**src/sv/bgbi_pkg.sv**
```systemverilog
package bgbi_pkg;

  // Field widths
  localparam int SAMPLE_W = 12;
  localparam int SCALE_W  = 12;
  localparam int CELLS_W  = 4;
  localparam int EMPTY_W  = 10;
  localparam int LEVEL_W  = 7;
  localparam int BDIV_W   = 8;
  localparam int PAUSE_W  = 10;
  localparam int VOLT_W   = 16;
  localparam int COUNT_W  = 16;

  // Shared divider: dividend sized for scale * sample, divisor for a sample
  localparam int DVD_W = SCALE_W + SAMPLE_W;
  localparam int DVS_W = SAMPLE_W;
  localparam int STEP_W = $clog2(DVD_W + 1);

  // Configuration port
  localparam int CFG_DATA_W = 32;
  localparam int CFG_ADDR_W = 5;
  localparam int CFG_IDX_W  = 3;

  // Register indexes
  localparam logic [CFG_IDX_W-1:0] REG_VOLTAGE_SCALE    = 3'd0;
  localparam logic [CFG_IDX_W-1:0] REG_CELLS_IN_SERIES  = 3'd1;
  localparam logic [CFG_IDX_W-1:0] REG_EMPTY_CELL_LEVEL = 3'd2;
  localparam logic [CFG_IDX_W-1:0] REG_RUN_LEVEL        = 3'd3;
  localparam logic [CFG_IDX_W-1:0] REG_STOP_LEVEL       = 3'd4;
  localparam logic [CFG_IDX_W-1:0] REG_BLINK_DIVISOR    = 3'd5;
  localparam logic [CFG_IDX_W-1:0] REG_PAUSE_TICKS      = 3'd6;

  // Register reset values
  localparam logic [SCALE_W-1:0] RST_VOLTAGE_SCALE    = 12'd684;
  localparam logic [CELLS_W-1:0] RST_CELLS_IN_SERIES  = 4'd4;
  localparam logic [EMPTY_W-1:0] RST_EMPTY_CELL_LEVEL = 10'd330;
  localparam logic [LEVEL_W-1:0] RST_RUN_LEVEL        = 7'd25;
  localparam logic [LEVEL_W-1:0] RST_STOP_LEVEL       = 7'd20;
  localparam logic [BDIV_W-1:0]  RST_BLINK_DIVISOR    = 8'd5;
  localparam logic [PAUSE_W-1:0] RST_PAUSE_TICKS      = 10'd60;

  localparam logic [LEVEL_W-1:0] CHARGE_FULL = 7'd100;

  // Divider operand selection
  localparam logic [1:0] DIV_VOLT = 2'd0;
  localparam logic [1:0] DIV_CELL = 2'd1;
  localparam logic [1:0] DIV_MOD  = 2'd2;

  typedef struct packed {
    logic [SCALE_W-1:0] voltage_scale;
    logic [CELLS_W-1:0] cells_in_series;
    logic [EMPTY_W-1:0] empty_cell_level;
    logic [LEVEL_W-1:0] run_level;
    logic [LEVEL_W-1:0] stop_level;
    logic [BDIV_W-1:0]  blink_divisor;
    logic [PAUSE_W-1:0] pause_ticks;
  } cfg_t;

  // Controller to datapath
  typedef struct packed {
    logic       capture;
    logic       dump_wr;
    logic       div_start;
    logic [1:0] div_sel;
    logic       pack_wr;
    logic       charge_wr;
    logic       blink_wr;
    logic       out_load;
  } cmd_t;

  // Datapath to controller
  typedef struct packed {
    logic measure;
    logic ref_zero;
    logic div_done;
  } sts_t;

endpackage

```
**src/sv/bgbi_in_if.sv**
```systemverilog
interface bgbi_in_if import bgbi_pkg::*; ();
  logic                valid;
  logic                ready;
  logic                command;
  logic [SAMPLE_W-1:0] battery_sample;
  logic [SAMPLE_W-1:0] reference_sample;

  modport source (output valid, command, battery_sample, reference_sample, input ready);
  modport sink   (input valid, command, battery_sample, reference_sample, output ready);
endinterface

```
**src/sv/bgbi_out_if.sv**
```systemverilog
interface bgbi_out_if import bgbi_pkg::*; ();
  logic               valid;
  logic               ready;
  logic               led_off;
  logic               buzzer_on;
  logic               dump_on;
  logic [LEVEL_W-1:0] charge_level;
  logic [VOLT_W-1:0]  pack_voltage;
  logic               reference_fault;

  modport source (output valid, led_off, buzzer_on, dump_on, charge_level, pack_voltage,
                  reference_fault, input ready);
  modport sink   (input valid, led_off, buzzer_on, dump_on, charge_level, pack_voltage,
                  reference_fault, output ready);
endinterface

```
**src/sv/bgbi_div.sv**
```systemverilog
module bgbi_div import bgbi_pkg::*; (
  input  logic             clk,
  input  logic             rst_n,
  input  logic             start,
  input  logic [DVD_W-1:0] dividend,
  input  logic [DVS_W-1:0] divisor,
  output logic             done,
  output logic [DVD_W-1:0] quotient,
  output logic [DVS_W-1:0] remainder
);

  logic [DVD_W-1:0]  dvd_r;
  logic [DVS_W-1:0]  dvs_r;
  logic [DVS_W-1:0]  rem_r;
  logic [STEP_W-1:0] cnt_r;
  logic              busy_r;

  logic [DVS_W:0]    shifted;
  logic [DVS_W+1:0]  diff;
  logic              ge;

  // One restoring step: bring down the next dividend bit, try to subtract
  assign shifted = {rem_r, dvd_r[DVD_W-1]};
  assign diff    = {1'b0, shifted} - {2'b00, dvs_r};
  assign ge      = ~diff[DVS_W+1];

  assign done      = busy_r && (cnt_r == '0);
  assign quotient  = dvd_r;
  assign remainder = rem_r;

  // Control: count the steps
  always_ff @(posedge clk) begin
    if (!rst_n) begin
      busy_r <= 1'b0;
      cnt_r  <= '0;
    end else if (start) begin
      busy_r <= 1'b1;
      cnt_r  <= STEP_W'(DVD_W);
    end else if (done) begin
      busy_r <= 1'b0;
    end else if (busy_r) begin
      cnt_r <= cnt_r - 1'b1;
    end
  end

  // Operands, shifted one quotient bit a cycle
  always_ff @(posedge clk) begin
    if (start) begin
      dvd_r <= dividend;
      dvs_r <= divisor;
      rem_r <= '0;
    end else if (busy_r && (cnt_r != '0)) begin
      dvd_r <= {dvd_r[DVD_W-2:0], ge};
      rem_r <= ge ? diff[DVS_W-1:0] : shifted[DVS_W-1:0];
    end
  end

endmodule

```
**src/sv/bgbi_dp.sv**
```systemverilog
module bgbi_dp import bgbi_pkg::*; (
  input  logic                clk,
  input  logic                rst_n,
  input  cfg_t                cfg,
  input  cmd_t                cmd,
  output sts_t                sts,
  input  logic                in_command,
  input  logic [SAMPLE_W-1:0] in_battery_sample,
  input  logic [SAMPLE_W-1:0] in_reference_sample,
  output logic                o_led_off,
  output logic                o_buzzer_on,
  output logic                o_dump_on,
  output logic [LEVEL_W-1:0]  o_charge_level,
  output logic [VOLT_W-1:0]   o_pack_voltage,
  output logic                o_reference_fault
);

  // Captured item
  logic                command_r;
  logic [SAMPLE_W-1:0] bat_r;
  logic [SAMPLE_W-1:0] ref_r;

  // Gauge state
  logic [VOLT_W-1:0]  pack_r;
  logic [LEVEL_W-1:0] charge_r;
  logic [COUNT_W-1:0] count_r;
  logic               led_r;
  logic               buzzer_r;
  logic               dump_r;

  // Result payload
  logic               led_off_r;
  logic               buzzer_on_r;
  logic               dump_on_r;
  logic [LEVEL_W-1:0] charge_level_r;
  logic [VOLT_W-1:0]  pack_voltage_r;
  logic               fault_r;

  logic [DVD_W-1:0]   div_dvd;
  logic [DVS_W-1:0]   div_dvs;
  logic               div_done;
  logic [DVD_W-1:0]   div_q;
  logic [DVS_W-1:0]   div_rem;
  logic [CELLS_W-1:0] cells_eff;
  logic [BDIV_W-1:0]  bdiv_eff;
  logic               fault;
  logic [VOLT_W-1:0]  cell_v;
  logic [VOLT_W-1:0]  cell_diff;
  logic [LEVEL_W-1:0] charge_nxt;
  logic [COUNT_W:0]   pause_end;

  assign fault = command_r && (ref_r == '0);

  assign sts.measure  = command_r;
  assign sts.ref_zero = (ref_r == '0);
  assign sts.div_done = div_done;

  // A zero count or divisor acts as one
  assign cells_eff = (cfg.cells_in_series == '0) ? CELLS_W'(1) : cfg.cells_in_series;
  assign bdiv_eff  = (cfg.blink_divisor == '0) ? BDIV_W'(1) : cfg.blink_divisor;

  // Divider operands
  always_comb begin
    unique case (cmd.div_sel)
      DIV_VOLT: begin
        div_dvd = DVD_W'(cfg.voltage_scale) * DVD_W'(bat_r);
        div_dvs = ref_r;
      end
      DIV_CELL: begin
        div_dvd = DVD_W'(pack_r);
        div_dvs = DVS_W'(cells_eff);
      end
      DIV_MOD: begin
        div_dvd = DVD_W'(count_r);
        div_dvs = DVS_W'(bdiv_eff);
      end
      default: begin
        div_dvd = '0;
        div_dvs = '0;
      end
    endcase
  end

  bgbi_div u_div (
    .clk       (clk),
    .rst_n     (rst_n),
    .start     (cmd.div_start),
    .dividend  (div_dvd),
    .divisor   (div_dvs),
    .done      (div_done),
    .quotient  (div_q),
    .remainder (div_rem)
  );

  // Charge from cell voltage, clamped to 0..100
  assign cell_v    = div_q[VOLT_W-1:0];
  assign cell_diff = cell_v - VOLT_W'(cfg.empty_cell_level);
  always_comb begin
    if (cell_v <= VOLT_W'(cfg.empty_cell_level)) begin
      charge_nxt = '0;
    end else if (cell_diff > VOLT_W'(CHARGE_FULL)) begin
      charge_nxt = CHARGE_FULL;
    end else begin
      charge_nxt = cell_diff[LEVEL_W-1:0];
    end
  end

  assign pause_end = (COUNT_W+1)'(charge_r) + (COUNT_W+1)'(cfg.pause_ticks);

  // Item capture
  always_ff @(posedge clk) begin
    if (cmd.capture) begin
      command_r <= in_command;
      bat_r     <= in_battery_sample;
      ref_r     <= in_reference_sample;
    end
  end

  // Gauge state updates
  always_ff @(posedge clk) begin
    if (!rst_n) begin
      pack_r   <= '0;
      charge_r <= '0;
      count_r  <= '0;
      led_r    <= 1'b1;
      buzzer_r <= 1'b0;
      dump_r   <= 1'b0;
    end else begin
      // hysteretic load switch, run test first
      if (cmd.dump_wr) begin
        if (charge_r >= cfg.run_level) begin
          dump_r <= 1'b1;
        end else if (charge_r < cfg.stop_level) begin
          dump_r <= 1'b0;
        end
      end
      if (cmd.pack_wr) begin
        pack_r <= (div_q[DVD_W-1:VOLT_W] != '0) ? '1 : div_q[VOLT_W-1:0];
      end
      if (cmd.charge_wr) begin
        charge_r <= charge_nxt;
        count_r  <= count_r + 1'b1;
      end
      // blink sequence, then pause, then restart; at zero charge, blink with buzzer
      if (cmd.blink_wr) begin
        if (charge_r != '0) begin
          buzzer_r <= 1'b0;
          if (count_r < COUNT_W'(charge_r)) begin
            if (div_rem == '0) begin
              led_r <= ~led_r;
            end
          end else if ((COUNT_W+1)'(count_r) < pause_end) begin
            led_r <= 1'b1;
          end else begin
            count_r <= '0;
          end
        end else begin
          led_r    <= ~led_r;
          buzzer_r <= 1'b1;
        end
      end
    end
  end

  // Result register
  always_ff @(posedge clk) begin
    if (cmd.out_load) begin
      led_off_r      <= led_r;
      buzzer_on_r    <= buzzer_r;
      dump_on_r      <= dump_r;
      charge_level_r <= charge_r;
      pack_voltage_r <= pack_r;
      fault_r        <= fault;
    end
  end

  assign o_led_off         = led_off_r;
  assign o_buzzer_on       = buzzer_on_r;
  assign o_dump_on         = dump_on_r;
  assign o_charge_level    = charge_level_r;
  assign o_pack_voltage    = pack_voltage_r;
  assign o_reference_fault = fault_r;

endmodule

```
**src/sv/bgbi_ctrl.sv**
```systemverilog
module bgbi_ctrl import bgbi_pkg::*; (
  input  logic clk,
  input  logic rst_n,
  input  logic in_valid,
  output logic in_ready,
  output logic out_valid,
  input  logic out_ready,
  input  sts_t sts,
  output cmd_t cmd
);

  localparam logic [2:0] S_IDLE   = 3'd0;
  localparam logic [2:0] S_CHK    = 3'd1;
  localparam logic [2:0] S_VWAIT  = 3'd2;
  localparam logic [2:0] S_CWAIT  = 3'd3;
  localparam logic [2:0] S_MSTART = 3'd4;
  localparam logic [2:0] S_MWAIT  = 3'd5;
  localparam logic [2:0] S_FIN    = 3'd6;

  logic [2:0] state_r;
  logic [2:0] state_nxt;
  logic       out_valid_r;
  logic       out_valid_nxt;

  assign in_ready  = (state_r == S_IDLE);
  assign out_valid = out_valid_r;

  // Sequencer
  always_comb begin
    cmd       = '0;
    state_nxt = state_r;
    unique case (state_r)
      S_IDLE: begin
        if (in_valid) begin
          cmd.capture = 1'b1;
          state_nxt   = S_CHK;
        end
      end
      S_CHK: begin
        if (sts.measure) begin
          cmd.dump_wr = 1'b1;
          if (sts.ref_zero) begin
            state_nxt = S_FIN;
          end else begin
            cmd.div_start = 1'b1;
            cmd.div_sel   = DIV_VOLT;
            state_nxt     = S_VWAIT;
          end
        end else begin
          cmd.div_start = 1'b1;
          cmd.div_sel   = DIV_CELL;
          state_nxt     = S_CWAIT;
        end
      end
      S_VWAIT: begin
        if (sts.div_done) begin
          cmd.pack_wr = 1'b1;
          state_nxt   = S_FIN;
        end
      end
      S_CWAIT: begin
        if (sts.div_done) begin
          cmd.charge_wr = 1'b1;
          state_nxt     = S_MSTART;
        end
      end
      S_MSTART: begin
        cmd.div_start = 1'b1;
        cmd.div_sel   = DIV_MOD;
        state_nxt     = S_MWAIT;
      end
      S_MWAIT: begin
        if (sts.div_done) begin
          cmd.blink_wr = 1'b1;
          state_nxt    = S_FIN;
        end
      end
      S_FIN: begin
        if (!out_valid_r || out_ready) begin
          cmd.out_load = 1'b1;
          state_nxt    = S_IDLE;
        end
      end
      default: state_nxt = S_IDLE;
    endcase
  end

  // Result slot occupancy
  always_comb begin
    if (cmd.out_load) begin
      out_valid_nxt = 1'b1;
    end else if (out_ready) begin
      out_valid_nxt = 1'b0;
    end else begin
      out_valid_nxt = out_valid_r;
    end
  end

  always_ff @(posedge clk) begin
    if (!rst_n) begin
      state_r     <= S_IDLE;
      out_valid_r <= 1'b0;
    end else begin
      state_r     <= state_nxt;
      out_valid_r <= out_valid_nxt;
    end
  end

endmodule

```
**src/sv/battery_gauge_blink_indicator.sv**
```systemverilog
// Battery gauge with blink-count charge indicator and hysteretic load switch.
// in_ch carries one tick per item: command 1 is a measure tick that takes
// battery_sample and reference_sample, command 0 is a display tick.
// out_ch returns exactly one result item per tick: LED level, buzzer, dump
// switch, charge in percent, pack voltage in centivolts and reference fault.
// Both channels use valid/ready; an item moves when both are high.
// Items are handled one at a time by a shared 24-step restoring divider.
// Measure tick: one division (pack voltage), none with a zero reference.
// Display tick: two divisions (cell voltage, blink phase). in_ch.ready rises
// the cycle after the result is loaded, so a new item may be taken while a
// result still waits.
// A stalled receiver holds the result in the output register; the next item
// then completes its work and waits until the output register is free.
// Reset (rst_n low, synchronous) sets config and gauge state to defaults:
// zero voltage and charge, LED off, buzzer and dump off, no result pending.
// Registers are written over the cfg_ port at byte address 4*index and
// should only be written while the block is idle.
module battery_gauge_blink_indicator import bgbi_pkg::*; (
  input  logic                  clk,
  input  logic                  rst_n,
  bgbi_in_if.sink               in_ch,
  bgbi_out_if.source            out_ch,
  input  logic                  cfg_psel,
  input  logic                  cfg_penable,
  input  logic                  cfg_pwrite,
  input  logic [CFG_ADDR_W-1:0] cfg_paddr,
  input  logic [CFG_DATA_W-1:0] cfg_pwdata,
  output logic [CFG_DATA_W-1:0] cfg_prdata,
  output logic                  cfg_pready
);

  cfg_t                 cfg_r;
  cmd_t                 cmd;
  sts_t                 sts;
  logic                 cfg_wr;
  logic [CFG_IDX_W-1:0] cfg_idx;

  assign cfg_pready = 1'b1;
  assign cfg_wr     = cfg_psel && cfg_penable && cfg_pwrite;
  assign cfg_idx    = cfg_paddr[CFG_ADDR_W-1:2];

  // Register file writes
  always_ff @(posedge clk) begin
    if (!rst_n) begin
      cfg_r.voltage_scale    <= RST_VOLTAGE_SCALE;
      cfg_r.cells_in_series  <= RST_CELLS_IN_SERIES;
      cfg_r.empty_cell_level <= RST_EMPTY_CELL_LEVEL;
      cfg_r.run_level        <= RST_RUN_LEVEL;
      cfg_r.stop_level       <= RST_STOP_LEVEL;
      cfg_r.blink_divisor    <= RST_BLINK_DIVISOR;
      cfg_r.pause_ticks      <= RST_PAUSE_TICKS;
    end else if (cfg_wr) begin
      unique case (cfg_idx)
        REG_VOLTAGE_SCALE:    cfg_r.voltage_scale    <= cfg_pwdata[SCALE_W-1:0];
        REG_CELLS_IN_SERIES:  cfg_r.cells_in_series  <= cfg_pwdata[CELLS_W-1:0];
        REG_EMPTY_CELL_LEVEL: cfg_r.empty_cell_level <= cfg_pwdata[EMPTY_W-1:0];
        REG_RUN_LEVEL:        cfg_r.run_level        <= cfg_pwdata[LEVEL_W-1:0];
        REG_STOP_LEVEL:       cfg_r.stop_level       <= cfg_pwdata[LEVEL_W-1:0];
        REG_BLINK_DIVISOR:    cfg_r.blink_divisor    <= cfg_pwdata[BDIV_W-1:0];
        REG_PAUSE_TICKS:      cfg_r.pause_ticks      <= cfg_pwdata[PAUSE_W-1:0];
        default: ;
      endcase
    end
  end

  // Register readback
  always_comb begin
    unique case (cfg_idx)
      REG_VOLTAGE_SCALE:    cfg_prdata = CFG_DATA_W'(cfg_r.voltage_scale);
      REG_CELLS_IN_SERIES:  cfg_prdata = CFG_DATA_W'(cfg_r.cells_in_series);
      REG_EMPTY_CELL_LEVEL: cfg_prdata = CFG_DATA_W'(cfg_r.empty_cell_level);
      REG_RUN_LEVEL:        cfg_prdata = CFG_DATA_W'(cfg_r.run_level);
      REG_STOP_LEVEL:       cfg_prdata = CFG_DATA_W'(cfg_r.stop_level);
      REG_BLINK_DIVISOR:    cfg_prdata = CFG_DATA_W'(cfg_r.blink_divisor);
      REG_PAUSE_TICKS:      cfg_prdata = CFG_DATA_W'(cfg_r.pause_ticks);
      default:              cfg_prdata = '0;
    endcase
  end

  bgbi_ctrl u_ctrl (
    .clk       (clk),
    .rst_n     (rst_n),
    .in_valid  (in_ch.valid),
    .in_ready  (in_ch.ready),
    .out_valid (out_ch.valid),
    .out_ready (out_ch.ready),
    .sts       (sts),
    .cmd       (cmd)
  );

  bgbi_dp u_dp (
    .clk                 (clk),
    .rst_n               (rst_n),
    .cfg                 (cfg_r),
    .cmd                 (cmd),
    .sts                 (sts),
    .in_command          (in_ch.command),
    .in_battery_sample   (in_ch.battery_sample),
    .in_reference_sample (in_ch.reference_sample),
    .o_led_off           (out_ch.led_off),
    .o_buzzer_on         (out_ch.buzzer_on),
    .o_dump_on           (out_ch.dump_on),
    .o_charge_level      (out_ch.charge_level),
    .o_pack_voltage      (out_ch.pack_voltage),
    .o_reference_fault   (out_ch.reference_fault)
  );

endmodule

```
**src/flat_wrapper.sv**
```systemverilog
// flat-port wrapper written by rule: the top's interface ports become plain ports
module battery_gauge_blink_indicator_flat import bgbi_pkg::*;
  (clk, rst_n, cfg_psel, cfg_penable, cfg_pwrite, cfg_paddr, cfg_pwdata, cfg_prdata, cfg_pready, in_ch_valid, in_ch_command, in_ch_battery_sample, in_ch_reference_sample, in_ch_ready, out_ch_valid, out_ch_led_off, out_ch_buzzer_on, out_ch_dump_on, out_ch_charge_level, out_ch_pack_voltage, out_ch_reference_fault, out_ch_ready);
  bgbi_in_if in_ch_i ();
  bgbi_out_if out_ch_i ();
  input  logic clk;
  input  logic rst_n;
  input  logic cfg_psel;
  input  logic cfg_penable;
  input  logic cfg_pwrite;
  input  logic [CFG_ADDR_W-1:0] cfg_paddr;
  input  logic [CFG_DATA_W-1:0] cfg_pwdata;
  output logic [CFG_DATA_W-1:0] cfg_prdata;
  output logic cfg_pready;
  input wire logic [$bits(in_ch_i.valid)-1:0] in_ch_valid;
  input wire logic [$bits(in_ch_i.command)-1:0] in_ch_command;
  input wire logic [$bits(in_ch_i.battery_sample)-1:0] in_ch_battery_sample;
  input wire logic [$bits(in_ch_i.reference_sample)-1:0] in_ch_reference_sample;
  output wire logic [$bits(in_ch_i.ready)-1:0] in_ch_ready;
  output wire logic [$bits(out_ch_i.valid)-1:0] out_ch_valid;
  output wire logic [$bits(out_ch_i.led_off)-1:0] out_ch_led_off;
  output wire logic [$bits(out_ch_i.buzzer_on)-1:0] out_ch_buzzer_on;
  output wire logic [$bits(out_ch_i.dump_on)-1:0] out_ch_dump_on;
  output wire logic [$bits(out_ch_i.charge_level)-1:0] out_ch_charge_level;
  output wire logic [$bits(out_ch_i.pack_voltage)-1:0] out_ch_pack_voltage;
  output wire logic [$bits(out_ch_i.reference_fault)-1:0] out_ch_reference_fault;
  input wire logic [$bits(out_ch_i.ready)-1:0] out_ch_ready;
  assign in_ch_i.valid = in_ch_valid;
  assign in_ch_i.command = in_ch_command;
  assign in_ch_i.battery_sample = in_ch_battery_sample;
  assign in_ch_i.reference_sample = in_ch_reference_sample;
  assign in_ch_ready = in_ch_i.ready;
  assign out_ch_valid = out_ch_i.valid;
  assign out_ch_led_off = out_ch_i.led_off;
  assign out_ch_buzzer_on = out_ch_i.buzzer_on;
  assign out_ch_dump_on = out_ch_i.dump_on;
  assign out_ch_charge_level = out_ch_i.charge_level;
  assign out_ch_pack_voltage = out_ch_i.pack_voltage;
  assign out_ch_reference_fault = out_ch_i.reference_fault;
  assign out_ch_i.ready = out_ch_ready;
  battery_gauge_blink_indicator u_core (.clk(clk), .rst_n(rst_n), .in_ch(in_ch_i), .out_ch(out_ch_i), .cfg_psel(cfg_psel), .cfg_penable(cfg_penable), .cfg_pwrite(cfg_pwrite), .cfg_paddr(cfg_paddr), .cfg_pwdata(cfg_pwdata), .cfg_prdata(cfg_prdata), .cfg_pready(cfg_pready));
endmodule
```
**config.mk**
```make
export PLATFORM = sky130hd
export DESIGN_NAME = battery_gauge_blink_indicator_flat
export DESIGN_NICKNAME = d
export VERILOG_FILES = /design/src/sv/bgbi_pkg.sv /design/src/sv/bgbi_in_if.sv /design/src/sv/bgbi_out_if.sv /design/src/sv/bgbi_div.sv /design/src/sv/bgbi_dp.sv /design/src/sv/bgbi_ctrl.sv /design/src/sv/battery_gauge_blink_indicator.sv /design/src/flat_wrapper.sv
export SDC_FILE = /design/constraint.sdc
export NUM_CORES = 1
export LEC_CHECK = 0
export ABC_AREA = 1
export BUFFER_PORTS_ARGS = -buffer_cell sky130_fd_sc_hd__buf_2
export CAP_MARGIN = 30
export CORE_ASPECT_RATIO = 1.75
export CORE_MARGIN = 5
export CORE_UTILIZATION = 50
export CTS_BUF_LIST = sky130_fd_sc_hd__clkbuf_4
export DETAILED_ROUTE_END_ITERATION = 8
export PLACE_DENSITY = 0.78
export SETUP_SLACK_MARGIN = 0.3
export SLEW_MARGIN = 20
export SYNTH_ARGS = -nofsm -noshare
export SYNTH_HDL_FRONTEND = slang
export SYNTH_SLANG_ARGS = --single-unit
```
**constraint.sdc**
```tcl
create_clock -name clk -period 4.65 [get_ports clk]
set_input_delay 0.93 -clock clk [delete_from_list [all_inputs] [get_ports clk]]
set_output_delay 0.93 -clock clk [all_outputs]
set_load 0.01 [all_outputs]
```
# == Word level (Yosys, flattened, before mapping) ==
# Index checks and enable logic that the tools add are counted.
# classes
addsub,5
mul,1
magnitude_cmp,6
eq_ne,21
muxes,50
bitwise_logic,4
reduce_logical,37
# ops
operator,count
$mux 16,6
$pmux 12 s7,1
$pmux 24 s3,1
$mux 24,2
$pmux 12 s3,1
$logic_not 12->1,2
$mul 12x12->24,1
$mux 3,8
$mux 1,21
$reduce_and 2->1,10
$eq 3x3->1 const B,6
$pmux 3 s6,1
$add 16x1->16 const B,1
$gt 16x7->1 const B,1
$le 16x10->1,1
$lt 16x11->1,1
$lt 16x7->1,1
$sub 16x10->16,1
$mux 5,3
$mux 7,2
$sub 13x12->14,1
$eq 3x2->1 const B,4
$mux 12,1
$add 7x10->11,1
29 further kinds,46
# totals
regBits,210
inputBits,69
elab_cells,154

# == Logic depth before layout (Yosys ltp) ==
# Gate-level depths: netlist of run 1.
# depth
ltp_word,9
ltp_mapped,24

# == Cells and area by module ==
# Synthesis of run 1 repeated with hierarchy kept, for this count alone.
# unflattened
hier_cells,2320
hier_area_um2,17070.1
# by_module_without_submodules
mod,instances,cells_each,area_per_inst_um2,seq_area_each_um2
bgbi_dp,1,1393,10583.9,2402.3
bgbi_div,1,395,3128.0,1441.4
battery_gauge_blink_indicator,1,471,3025.4,1161.1
bgbi_ctrl,1,61,332.8,80.1

# == Worst setup path after synthesis of run 1 ==
# OpenSTA, ideal clock, no wires.
# synth_timing
kind,register to register
from,reg u_core.cfg_r[46] in the netlist's numbering
to,"reg u_core.u_dp.u_div.dvd_r[21], in the netlist u_core.u_dp.u_div.quotient[21] (data pin)"
arrival_time_ps,4723
slack_ps,-329
stages_incl_launch_ff,21
n_path_buf,1
synth_period_minus_slack_ps,4979
cell_sequence,dfxtp_1 -> clkbuf_1 -> nand2_1 -> fa_1 -> fa_1 -> inv_1 -> fa_1 -> fa_1 -> inv_1 -> fa_1 -> inv_1 -> ha_1 -> nand2_1 -> nor2_1 -> nand2_1 -> o21ai_0 -> nand3_1 -> nand2_1 -> a21oi_1 -> o21ai_1 -> nand2_1
# synth_via
elab_chain_len,3
# synth_rtl
item,line,rtl
start: declaration,battery_gauge_blink_indicator.sv:32,cfg_t cfg_r;
$mul 12x12->24,bgbi_dp.sv:66,div_dvd = DVD_W'(cfg.voltage_scale) * DVD_W'(bat_r);
$pmux 24 s3,bgbi_dp.sv:64,unique case (cmd.div_sel)
$mux 24,bgbi_div.sv:48,if (start) begin
end signal: assignment,bgbi_div.sv:49,dvd_r <= dividend;
end signal: assignment,bgbi_div.sv:53,"dvd_r <= {dvd_r[DVD_W-2:0], ge};"
end: declaration,bgbi_div.sv:12,logic [DVD_W-1:0] dvd_r;
# No other way between the ends.
# A chain may end at the register's enable or synchronous reset.

# == Worst setup path in the final report of run 1 ==
# layout_timing
from,reg u_core.u_dp.bat_r[5]
to,"reg u_core.u_dp.u_div.dvd_r[21], in the netlist u_core.u_dp.u_div.quotient[21] (data pin)"
# layout_via
elab_chain_len,3
# layout_rtl
item,line,rtl
start: declaration,bgbi_dp.sv:20,logic [SAMPLE_W-1:0] bat_r;
start signal: assignment,bgbi_dp.sv:114,bat_r <= in_battery_sample;
$mul 12x12->24,bgbi_dp.sv:66,
$pmux 24 s3,bgbi_dp.sv:64,
$mux 24,bgbi_div.sv:48,
# No other way between the ends.

==> results of run 1 <==
## critical path, stage by stage (launching register included)
cell      delay [ns]
edfxtp_1        0.40
buf_6           0.16
nand2_1         0.08
fa_1            0.53
inv_1           0.05
fa_1            0.46
fa_1            0.54
fa_1            0.60
inv_2           0.05
fa_1            0.53
inv_2           0.05
ha_4            0.29
buf_4           0.12
nand2_2         0.08
nor2_4          0.14
nand2_2         0.08
o21ai_4         0.22
nand3_2         0.09
nand2_2         0.07
a21oi_1         0.06
o21ai_1         0.11
nand2_1         0.07
## sequential cells by signal, summed over array words and instances, names as in the netlist, 5 cells and up
signal,cells
u_core.u_dp.bat_r,12
u_core.u_dp.u_div.dvs_r,12
u_core.u_dp.u_div.quotient,24
u_core.u_dp.o_charge_level,7
u_core.u_dp.count_r,16
u_core.u_dp.u_div.cnt_r,5
u_core.u_dp.ref_r,12
u_core.u_dp.o_pack_voltage,16
u_core.u_dp.u_div.remainder,12
u_core.u_dp.charge_r,7
u_core.cfg_r,58
u_core.u_dp.pack_r,16
## how the worst min path moves through the flow
| stage | endpoint | start | depth (start not counted) |
|---|---|---|---|
| floorplan | u_core.u_dp.o_buzzer_on$_DFFE_PP_ | u_core.u_dp.buzzer_r$_SDFFE_PN0P_ | 0 |
| global placement | u_core.u_dp.o_buzzer_on$_DFFE_PP_ | u_core.u_dp.buzzer_r$_SDFFE_PN0P_ | 0 |
| detailed placement | u_core.u_dp.o_buzzer_on$_DFFE_PP_ | u_core.u_dp.buzzer_r$_SDFFE_PN0P_ | 0 |
| CTS | u_core.u_dp.ref_r[7]$_DFFE_PP_ | in_ch_reference_sample[7] | 1 |
| global route | u_core.u_dp.ref_r[8]$_DFFE_PP_ | in_ch_reference_sample[8] | 1 |
| finish | u_core.u_dp.ref_r[11]$_DFFE_PP_ | in_ch_reference_sample[11] | 1 |
## per-layer routing
| metal | global-route usage | wire length [um] | up-vias |
|---|---|---|---|
| met2 | 0.477 | 25200 | 625 |
| met3 | 0.0313 | 2400 | 246 |
| met1 | 0.239 | 15000 | 6931 |
| met5 | 0 | 0 | - |
| met4 | 0.215 | 4630 | 0 |
| li1 | - | - | 6882 |
## timing repair
| item | CTS | global route |
|---|---|---|
| pin swaps | 10 | 47 |
| resized for setup | 46 | 61 |
| endpoints found under the setup margin | 16 | 17 |
| hold endpoints to repair | 0 | 0 |
| cloned | 1 | 0 |
| buffers inserted | 7 | 16 |
## per-stage QoR
step / area [sq um] / TNS (ns) / utilization / hold WS [ns]
final: 18800 / -2.83 / 0.597 / 0.394
after global placement: 17600 / -2.53 / 0.558 / 0.436
after global routing: 18800 / -5.16 / 0.597 / 0.359
after floorplan: 16500 / 0 / - / 0.403
after detailed placement: 17600 / -3.00 / 0.558 / 0.429
after CTS: 18500 / -1.80 / 0.586 / 0.343
## cells by family (layout without fill, tap and decap cells)
group,after synthesis,in the layout,share of synthesized area
xor gates and xnor gates,35,35,0.0192
and+or+nand+nor,725,725,0.196
buffers and inverters,492,719,0.123
DFF,210,210,0.318
other,2,23,0.000470
AOI/OAI and AO/OA,334,334,0.119
adders and majority gates,226,226,0.225
## cell type report
cell class	count	area, sq um	share of cell area
antenna	2	5.00	0.000266
clock buffer	68	510	0.0271
clock inverter	25	133	0.00705
inverter	414	1560	0.0827
multi-input combinational	1341	9570	0.509
sequential	210	5110	0.271
tap	396	495	0.0263
timing repair buffer	212	1440	0.0763
## cells in the mapped netlist, types with 3 or more instances
cell         n
inv_2       24
o2111ai_1   12
nor2_1     103
a21o_1       5
buf_4       23
nor2_4       8
nor4_1       7
nand4_1     25
nand2_2     14
nand3b_1     4
nand2_1    442
edfxtp_1    88
or2_2        3
nand3_1     78
clkbuf_1    41
ha_1       123
xor2_1      25
nor3_1      20
o211ai_1    17
o21ai_0    113
a21oi_1    136
o221ai_1     4
fa_1       103
nor3_2       3
inv_1      387
nor2_2      11
o21ai_1     10
a22oi_1      3
buf_2       13
o22ai_1      9
xnor2_1     10
o21a_1       4
a221oi_1     5
o21bai_1     6
dfxtp_1    122
==> impl_results.md, run 1 <==
- Critical Path Source Type: flop
- Fin crit share: 1.08
- Final Setup Violations: 14
- Clk_lat worst skew: ~0.73 ns
- Total number of vias: roughly 15000
- Most common cell after layout, fill and taps aside: nand2_1
- Post-synthesis cell type count: 51
- H-tree Lvls: 2
- P&R area growth vs syn: 17.7%
- Number of fill cells in the layout: about 2700
- Router iterations before antenna repair: 8
- TritonCTS sink count: 210
- GRT Total Usage: 0.253
- Drt total wl: between 40000 and 50000 um
- Commonest cells after routing, fill and taps aside: nand2_1 (412), inv_1 (369), a21oi_1 (120), dfxtp_1 (112), buf_4 (111)
- Syn Area/Cell: between 7 and 8 sq um
- Dpl cells: ~2500
- Max Fclk: between 150 and 200 MHz
- Die height: 247 um
- Vias in the first global route: approximately 15000
- Worst EP arrival: between 5 and 6 ns
- PortBufs: 87
- Remaining antenna violation count after routing: 0
- Finished Layout Cells: 2668
- Largest net degree at the start of global routing: 85
- Post-layout min period: ~5 ns
- Status: complete, but fails checks
- Post-DR wirelength/cell: 17.7 um
- Cells after synthesis: between 2000 and 2500
- Failing checks: negative setup slack
- Worst r2r dst: u_core.u_dp.u_div.quotient[21]$_DFFE_PP_
- CP Class: reg -> reg
- Share of cells above drive strength 1: 0.213
- Ports: between 100 and 150
- #FFs+latches synth: 210
- Row cnt: 86
- R2R depth: 21
- First-pass GRT wire length: approximately 73000 um
- Die width: 145 um
- Worst-Margin Slew: between 0.8 and 0.9 ns
- Share of the synthesized area in the top cell type: 0.165
- R2R Path Start: u_core.u_dp.bat_r[5]$_DFFE_PP_
- Critical path origin: u_core.u_dp.bat_r[5]$_DFFE_PP_
- # DRC: 0
- Fin. Hold Viols: 0
- CTS Hold Buffers Added: 0
- Core area: 31500 sq um
- Tightest Hold Check Type: in -> reg
- Final Net Count: 2525
- YS warnings: 0
- Iter 0 DRT Violations: around 1100
- TritonCTS clock tree: done
- Hpwl dp: approximately 37000 um
- Cell taking the most area after synthesis: edfxtp_1
- Max Root-Sink Buffers: 3
- FFs w/ async S/R, synth: 0
- Initial Util: 0.507
- Max-cap viol count: 0
- Die ar.: 35800 sq um
- Final worst setup slack: -0.356 ns
- Initial antenna violation count: 2
- Final Wtd Congestion: between 0.9 and 1
- Worst Setup EP: u_core.u_dp.u_div.quotient[21]$_DFFE_PP_
- Cts bufs inserted: a little over 50
- Worst R2R Setup Slack: -0.36 ns
- Post-synth EDFFs: 88
- Slew Viols, Final: 0
- WP data required: between 5 and 6 ns
- RSZ-0062 raised after global routing: true
- CP Max Fanout: 5
- Worst setup EP type: flop
- Reg clk slew, reported paths: ~0.080 ns
- Grt ovf: 0
- Cell Area, Synth: approximately 16000 sq um
- Place WS: -0.328 ns
- Post-synthesis sequential area ratio: 0.318
- Clk Tree Root Cell: clkbuf_4
- Top FF cell, synth: dfxtp_1
- Layout Skew: roughly 0.057 ns
- Avg Vias per Cell: about 5.5
- Ranking of synthesized cells by area: edfxtp_1 (17%), dfxtp_1 (15%), fa_1 (13%)
- Slew margin rel.: 0.435
Power of run 1 is left out: the tool's default activity adds up to more than one toggle a clock period on the data nets, which glitch-free logic cannot reach.
==> run 2: changes to the inputs <==
- ABC_AREA: 1 -> 0
==> run 2 against run 1 <==
The flow still finishes with violations (negative setup slack); synthesized cell count shrank 17%; worst hold slack lost 0.035 ns; die area shrank 2.8%; routed wire length shrank 7.6%; first-iteration DRC count shrank 20%.
==> impl_results.md, run 2 <==
- Hpwl dp: 33900 um (-8.2%)
- Count leader, synth: nand2_1
- Clk pwr share: 0.100
- VDD IR max: roughly 1100 uV
- TritonCTS clock tree: done
- Max Root-Sink Buffers: 3 (unchanged)
- Iter 0 DRT Violations: 842 (-20%)
- Core area: 30700 sq um (-2.5%)
- Post-synthesis sequential area ratio: 0.328 (+0.00974)
- Share of the synthesized area in the top cell type: 0.170 (+0.00506)
- Switching Fraction: 0.444
- Post-synthesis mux area share: 0.0386 (+0.0386)
- Dpl cells: 2193 (-14%)
- Cells after synthesis: 1687 (-17%)
- Total Negative Setup Slacks: -5.47 ns (-2.64 ns)
- Initial antenna violation count: 1 (-1)
- # DRC: 0 (unchanged)
- Largest family of logic cells by synthesized area: adder cells
- Worst setup EP type: flop
- Initial Util: 0.505 (-0.00240)
- Die height: 243 um (-1.4%)
- Largest register FFs: 58 (unchanged)
- Final Setup Violations: 13 (-1)
- Post-DR wirelength/cell: 18.8 um (+6.4%)
- Combinational power share: 0.731
- Final Wtd Congestion: 0.926 (about the same)
- Post-synth EDFFs: 88 (unchanged)
- Post-synthesis compound-gate area fraction: 0.125 (+0.00654)
- Fin crit share: 1.14 (+0.0641)
- Largest net degree at the start of global routing: 46 (-46%)
- Remaining antenna violation count after routing: 0 (unchanged)
- Slew margin rel.: 0.259 (-0.176)
- Reg clk slew, reported paths: 0.07 ns (about the same)
- Placed Instance Area: 17100 sq um (-3.0%)
- Top post-synthesis cells by count: nand2_1 (241), inv_1 (199), ha_1 (123), dfxtp_1 (122), nor2_1 (106)
- Top FF cell, synth: dfxtp_1
- Worst-Margin Slew: 1.10 ns (+0.254 ns)
- Die ar.: 34800 sq um (-2.8%)
- Max incr delay on CP: 0.54 ns (-0.06 ns)
- Total number of vias: 13200 (-9.8%)
- #FFs+latches synth: 210 (unchanged)
- Drt total wl: 43600 um (-7.6%)
- Slowest CP cell: fa_1
- TritonCTS sink count: 210 (unchanged)
- Worst EP arrival: 5.79 ns (+0.31 ns)
- Fin area: 18300 sq um (-2.7%)
- RSZ-0062 raised after global routing: true
- Layout Skew: 0.0498 ns (-0.00763 ns)
- Grt ovf: 0 (unchanged)
- Avg Vias per Cell: 5.72 (+3.9%)
- NetSw: 7.16 mW
- Router iterations before antenna repair: 6 (-2)
- Top Family by Delay on Critical Path: adder cells
- Power per Cell Area: between 800 and 900 nW/um^2
- Clk Tree Root Cell: clkbuf_4
- Vias in the first global route: 13800 (-6.2%)
- Final worst setup slack: -0.654 ns (-0.298 ns)
- PortBufs: 87 (unchanged)
- Commonest cells after routing, fill and taps aside: nand2_1 (229), inv_1 (185), dfxtp_1 (113), ha_1 (109), buf_4 (107)
- Failing checks: negative setup slack
- Final Net Count: 2175 (-14%)
- Clk_lat worst skew: 0.75 ns (+0.02 ns)
- YS warnings: 0 (unchanged)
- Ports: 131 (unchanged)
- Row cnt: 85 (-1.2%)
- Slew Viols, Final: 0 (unchanged)
- Power Total: approximately 16 mW
- GRT Total Usage: 0.250 (-0.00355)
- Most used cell, CP: fa_1
- CP cell instances: buf_6 -> and2_4 -> fa_1 -> fa_1 -> fa_1 -> fa_1 -> inv_1 -> fa_1 -> inv_2 -> ha_4 -> a21oi_2 -> o21ai_2 -> a22oi_2 -> a31oi_2 -> or4_1 -> a31oi_2 -> xnor2_1 -> o21ai_1
- Share of cells above drive strength 1: 0.231 (+0.0181)
- P&R area growth vs syn: 18.0%
- Ranking of synthesized cells by area: edfxtp_1 (17%), dfxtp_1 (16%), fa_1 (13%)
- Post-layout min period: 5.30 ns (+0.298 ns)
- Fin. Hold Viols: 0 (unchanged)
- Die width: 143 um (-1.4%)
- Max Fclk: 189 MHz (-5.6%)
- Simple-gate share of the synthesized area: 0.167 (-0.0287)
- Syn Area/Cell: 9.20 sq um (+16%)
- Leak: 8.20 nW
- Post-synthesis cell type count: 65 (+27%)
- Cts bufs inserted: 52 (+2.0%)
- H-tree Lvls: 2 (unchanged)
- WP buf/inv: 3 (-2)
- Tightest Hold Check Type: in -> reg
- Cell Area, Synth: 15500 sq um (-3.0%)
- Largest Register: u_core.cfg_r
- Register share of total power: 0.169
- Synth Area in XOR/XNOR: 0.0322 (+0.0130)
- Status: complete, but fails checks
- Critical Path Source Type: flop
- Cell taking the most area after synthesis: edfxtp_1
- Post-layout util: 0.596 (-0.00111)
- First-pass GRT wire length: 69200 um (-4.9%)
- Max-cap viol count: 0 (unchanged)
- CP Max Fanout: 6 (+1)
- Adder-cell share of the synthesized area: 0.232 (+0.00690)
- Internal power: about 9.0 mW
- Finished Layout Cells: 2317 (-13%)
- Most common cell after layout, fill and taps aside: nand2_1
- WP data required: 5.14 ns (+0.02 ns)
- FFs w/ async S/R, synth: 0 (unchanged)
- CP Class: reg -> reg
==> run 2: path summary, 6_finish.rpt <==
path / startpoint / end / slack (ns) / cells after the start
setup / recovery: u_core.u_dp.bat_r[10]$_DFFE_PP_ / u_core.u_dp.u_div.quotient[23]$_DFFE_PP_ / -0.65 / 18
hold / removal: in_ch_battery_sample[6] / u_core.u_dp.bat_r[6]$_DFFE_PP_ / 0.36 / 1
setup reg to reg: u_core.u_dp.bat_r[10]$_DFFE_PP_ / u_core.u_dp.u_div.quotient[23]$_DFFE_PP_ / -0.65 / 18
hold reg to reg: u_core.u_dp.dump_r$_SDFFE_PN0P_ / u_core.u_dp.o_dump_on$_DFFE_PP_ / 0.43 / 0
==> run 2: logic make-up after synthesis <==
kind of cell / count (synthesis)
other: 2
AND/OR/NAND/NOR: 555
adder cells (fa/ha/maj): 226
XOR/XNOR: 57
multiplexers: 54
flip-flops: 210
AO/OA/AOI/OAI: 290
buffers and inverters: 293
==> run 2: power groups by stage <==
stage	clock (mW)	sequential (mW)	combinational (mW)
after global routing	1.75	2.75	12.9
after CTS	1.65	2.71	11.0
after global placement	0	2.74	9.68
final	1.61	2.72	11.8
after floorplan	0	2.61	7.12
after detailed placement	0	2.75	10.0
==> run 2: cell type report <==
type / count / area [sq um]
sequential: 210 / 5100
timing repair buffer: 214 / 1470
fill: 2528 / 12400
inverter: 199 / 747
tap: 391 / 489
antenna: 2 / 5.00
multi-input combinational: 1203 / 9800
clock buffer: 77 / 578
clock inverter: 21 / 124
==> run 2: through the flow <==
step,setup slack [ns],hold slack [ns]
floorplan,-0.441,0.402
global placement,-0.714,0.416
detailed placement,-0.764,0.417
CTS,-0.618,0.319
global route,-0.847,0.317
finish,-0.654,0.359
==> run 2: worst register-to-register path: stages, from the launching register on <==
cell and delay [ns]:
edfxtp_1 0.47, buf_6 0.18, and2_4 0.16, fa_1 0.54, fa_1 0.44, fa_1 0.46
fa_1 0.51, inv_1 0.05, fa_1 0.49, inv_2 0.05, ha_4 0.22, a21oi_2 0.17
o21ai_2 0.10, a22oi_2 0.23, a31oi_2 0.13, or4_1 0.43, a31oi_2 0.19, xnor2_1 0.15
o21ai_1 0.09
==> run 2: what timing repair did <==
| item | 4_1_cts | 5_1_grt |
|---|---|---|
| pin swaps | 50 | 26 |
| hold buffers | 0 | 0 |
| resized for setup | 63 | 29 |
| setup buffers | 11 | 12 |
| setup endpoints to repair | 17 | 31 |
==> run 2: routing by layer <==
| metal | vias up | routed length (um) | track usage |
|---|---|---|---|
| met2 | 558 | 22700 | 0.441 |
| met3 | 210 | 2570 | 0.0425 |
| met4 | 0 | 4030 | 0.197 |
| met1 | 6388 | 14300 | 0.253 |
| met5 | - | 0 | 0 |
| li1 | 6091 | - | - |
Power figures use the tool's default switching activity.
==> run 3: changes to the inputs <==
--- a/config.mk
+++ b/config.mk
@@ -15,3 +15,4 @@
 export DETAILED_ROUTE_END_ITERATION = 8
-export PLACE_DENSITY = 0.78
+export GPL_TIMING_DRIVEN = 0
+export PLACE_DENSITY = 0.76
 export SETUP_SLACK_MARGIN = 0.3
==> constraint.sdc (replaced) <==
create_clock -name clk -period 6.4 [get_ports clk]
set_input_delay 0.32 -clock clk [delete_from_list [all_inputs] [get_ports clk]]
set_output_delay 0.32 -clock clk [all_outputs]
set_load 0.01 [all_outputs]
==> run 3 against run 2 <==
The flow now finishes without violations; non-clock buffer count rose by 8; count of clock-buffer cells in the layout rose by 2; maximum frequency fell by 10%; clock power fell by 28%; first-iteration DRC count rose by 6.4%; clock skew rose by 0.0050 ns; die area did not move; sequential share of layout area rose by 0.94 points; critical path type unchanged; routed wire length rose by 3.9%; final area fell by 3.4%; sequential power fell by 28%.
==> impl_results.md, run 3 (synthesis results as in run 2) <==
- Largest Register: u_core.cfg_r
- H-tree Lvls: 2 (unchanged)
- Leak: 7.94 nW (-3.2%)
- Post-DR wirelength/cell: 19.5 um (+3.8%)
- Iter 0 DRT Violations: 896 (+6.4%)
- Initial Util: 0.505 (unchanged)
- RSZ-0062 raised after global routing: false
- Worst-Margin Slew: 0.940 ns (-0.162 ns)
- Hpwl dp: 35900 um (+6.0%)
- VDD IR max: 536 uV (-51%)
- Slew margin rel.: 0.368 (+0.109)
- TritonCTS clock tree: done
- Max Root-Sink Buffers: 3 (unchanged)
- WP data required: 6.82 ns (+1.68 ns)
- First-pass GRT wire length: 70600 um (+1.9%)
- Cts bufs inserted: 50 (-3.8%)
- Largest register FFs: 58 (unchanged)
- Fin area: 17700 sq um (-3.4%)
- P&R area growth vs syn: 14.0%
- Row cnt: 85 (unchanged)
- Vias in the first global route: 13500 (-2.3%)
- Total number of vias: 13100 (-0.75%)
- Status: complete, no violations
- Clk Tree Root Cell: clkbuf_4
- Critical Path Source Type: flop
- Grt ovf: 0 (unchanged)
- Remaining antenna violation count after routing: 0 (unchanged)
- CP Max Fanout: 10 (+4)
- Drt total wl: 45300 um (+3.9%)
- Total Negative Setup Slacks: 0 ns (+5.47 ns)
- Setup Fix Bufs, Post-CTS: 0 (-11)
- Fin crit share: 0.921 (-0.220)
- Die height: 243 um (unchanged)
- Multi-input logic area: 9350 sq um (-4.6%)
- Avg Vias per Cell: 5.67 (-0.84%)
- Most common cell after layout, fill and taps aside: nand2_1
- Clk_lat worst skew: 0.72 ns (-0.03 ns)
- Fin. Hold Viols: 0 (unchanged)
- CP Class: reg -> reg
- Router iterations before antenna repair: 7 (+1)
- PortBufs: 84 (-3.4%)
- Ports: 131 (unchanged)
- Placed Instance Area: 16600 sq um (-3.1%)
- TritonCTS sink count: 210 (unchanged)
- Initial antenna violation count: 1 (unchanged)
- Die width: 143 um (unchanged)
- Slew Viols, Final: 0 (unchanged)
- Core area: 30700 sq um (unchanged)
- Register area: 5090 sq um (-0.15%)
- # DRC: 0 (unchanged)
- Place WS: 0.241 ns (+1.00 ns)
- Finished Layout Cells: 2319 (+0.086%)
- Max Fclk: 170 MHz (-10%)
- Die ar.: 34800 sq um (unchanged)
- Layout Skew: 0.0548 ns (+0.00502 ns)
- Worst setup EP type: flop
- GRT Total Usage: 0.259 (+0.00986)
- Worst EP arrival: 6.31 ns (+0.52 ns)
- Share of cells above drive strength 1: 0.140 (-0.0917)
- Final worst setup slack: 0.508 ns (+1.16 ns)
- Max-cap viol count: 0 (unchanged)
- Number of fill cells in the layout: 2705 (+7.0%)
- Dpl cells: 2186 (-0.32%)
- Final Setup Violations: 0 (-13)
- Final Wtd Congestion: 0.990 (+6.9%)
- Tightest Hold Check Type: in -> reg
- Commonest cells after routing, fill and taps aside: nand2_1 (241), inv_1 (199), ha_1 (123), dfxtp_1 (119), nor2_1 (106)
- Final Net Count: 2181 (+0.28%)
- Largest net degree at the start of global routing: 26 (-43%)
- Post-layout min period: 5.89 ns (+0.587 ns)
- Power Total: 8.78 mW (-46%)
- Reg clk slew, reported paths: 0.08 ns (about the same)
- Power per Cell Area: 496 nW/um^2 (-44%)
run 3: layout make-up:
class	instances	area share
clock buffer	79	0.0335
sequential	210	0.288
timing repair buffer	128	0.0487
buffer	94	0.0270
inverter	199	0.0422
clock inverter	14	0.00467
antenna	1	0.000141
multi-input combinational	1203	0.528
tap	391	0.0277
run 3: metal layers:
metal,vias to the layer above,routed length (um),track usage
li1,6119,-,-
met1,6296,15800,0.272
met5,-,0,0
met3,192,2510,0.0396
met4,0,3940,0.193
met2,540,23100,0.458
run 3: critical path, cell delays in order (launching register included):
cell	delay, ns
dfxtp_1	0.47
clkbuf_4	0.28
and2_1	0.16
fa_1	0.44
fa_1	0.54
fa_1	0.55
fa_1	0.55
inv_1	0.06
fa_1	0.54
inv_1	0.04
ha_1	0.35
and3_1	0.23
and3_1	0.20
a22oi_2	0.19
a31oi_2	0.13
or4_1	0.42
a31oi_1	0.20
xnor2_1	0.16
o21ai_0	0.10
run 3: what timing repair did:
item,in CTS,in global routing
hold buffers,38,0
endpoints found under the setup margin,1,5
gates resized for setup,7,49
endpoints found under the hold margin,63,0
pin swaps,0,0
run 3: where the power goes:
part / total [mW] / switching (mW) / internal, mW
Combinational: 5.66 / 3.34 / 2.32
Sequential: 1.96 / 0.214 / 1.75
Clock: 1.16 / 0.559 / 0.601
Total: 8.78 / 4.11 / 4.67
run 3: path summary, 6_finish.rpt:
path                                                        start                                  endpoint  slack [ns]  cells after the start
worst max-delay path                u_core.cfg_r[51]$_SDFFE_PN1P_  u_core.u_dp.u_div.quotient[23]$_DFFE_PP_        0.51                     18
worst min-delay path                                  in_ch_valid     u_core.u_ctrl.state_r[2]$_SDFFE_PN0P_        0.12                      5
worst max register to register      u_core.cfg_r[51]$_SDFFE_PN1P_  u_core.u_dp.u_div.quotient[23]$_DFFE_PP_        0.51                     18
worst min register to register  u_core.u_dp.buzzer_r$_SDFFE_PN0P_         u_core.u_dp.o_buzzer_on$_DFFE_PP_        0.43                      0
run 3: through the flow:
| stage | hold WS (ns) | utilization |
|---|---|---|
| floorplan | 0.402 | - |
| global placement | 0.418 | 0.537 |
| detailed placement | 0.421 | 0.539 |
| CTS | 0.0699 | 0.573 |
| global route | 0.144 | 0.575 |
| finish | 0.124 | 0.575 |
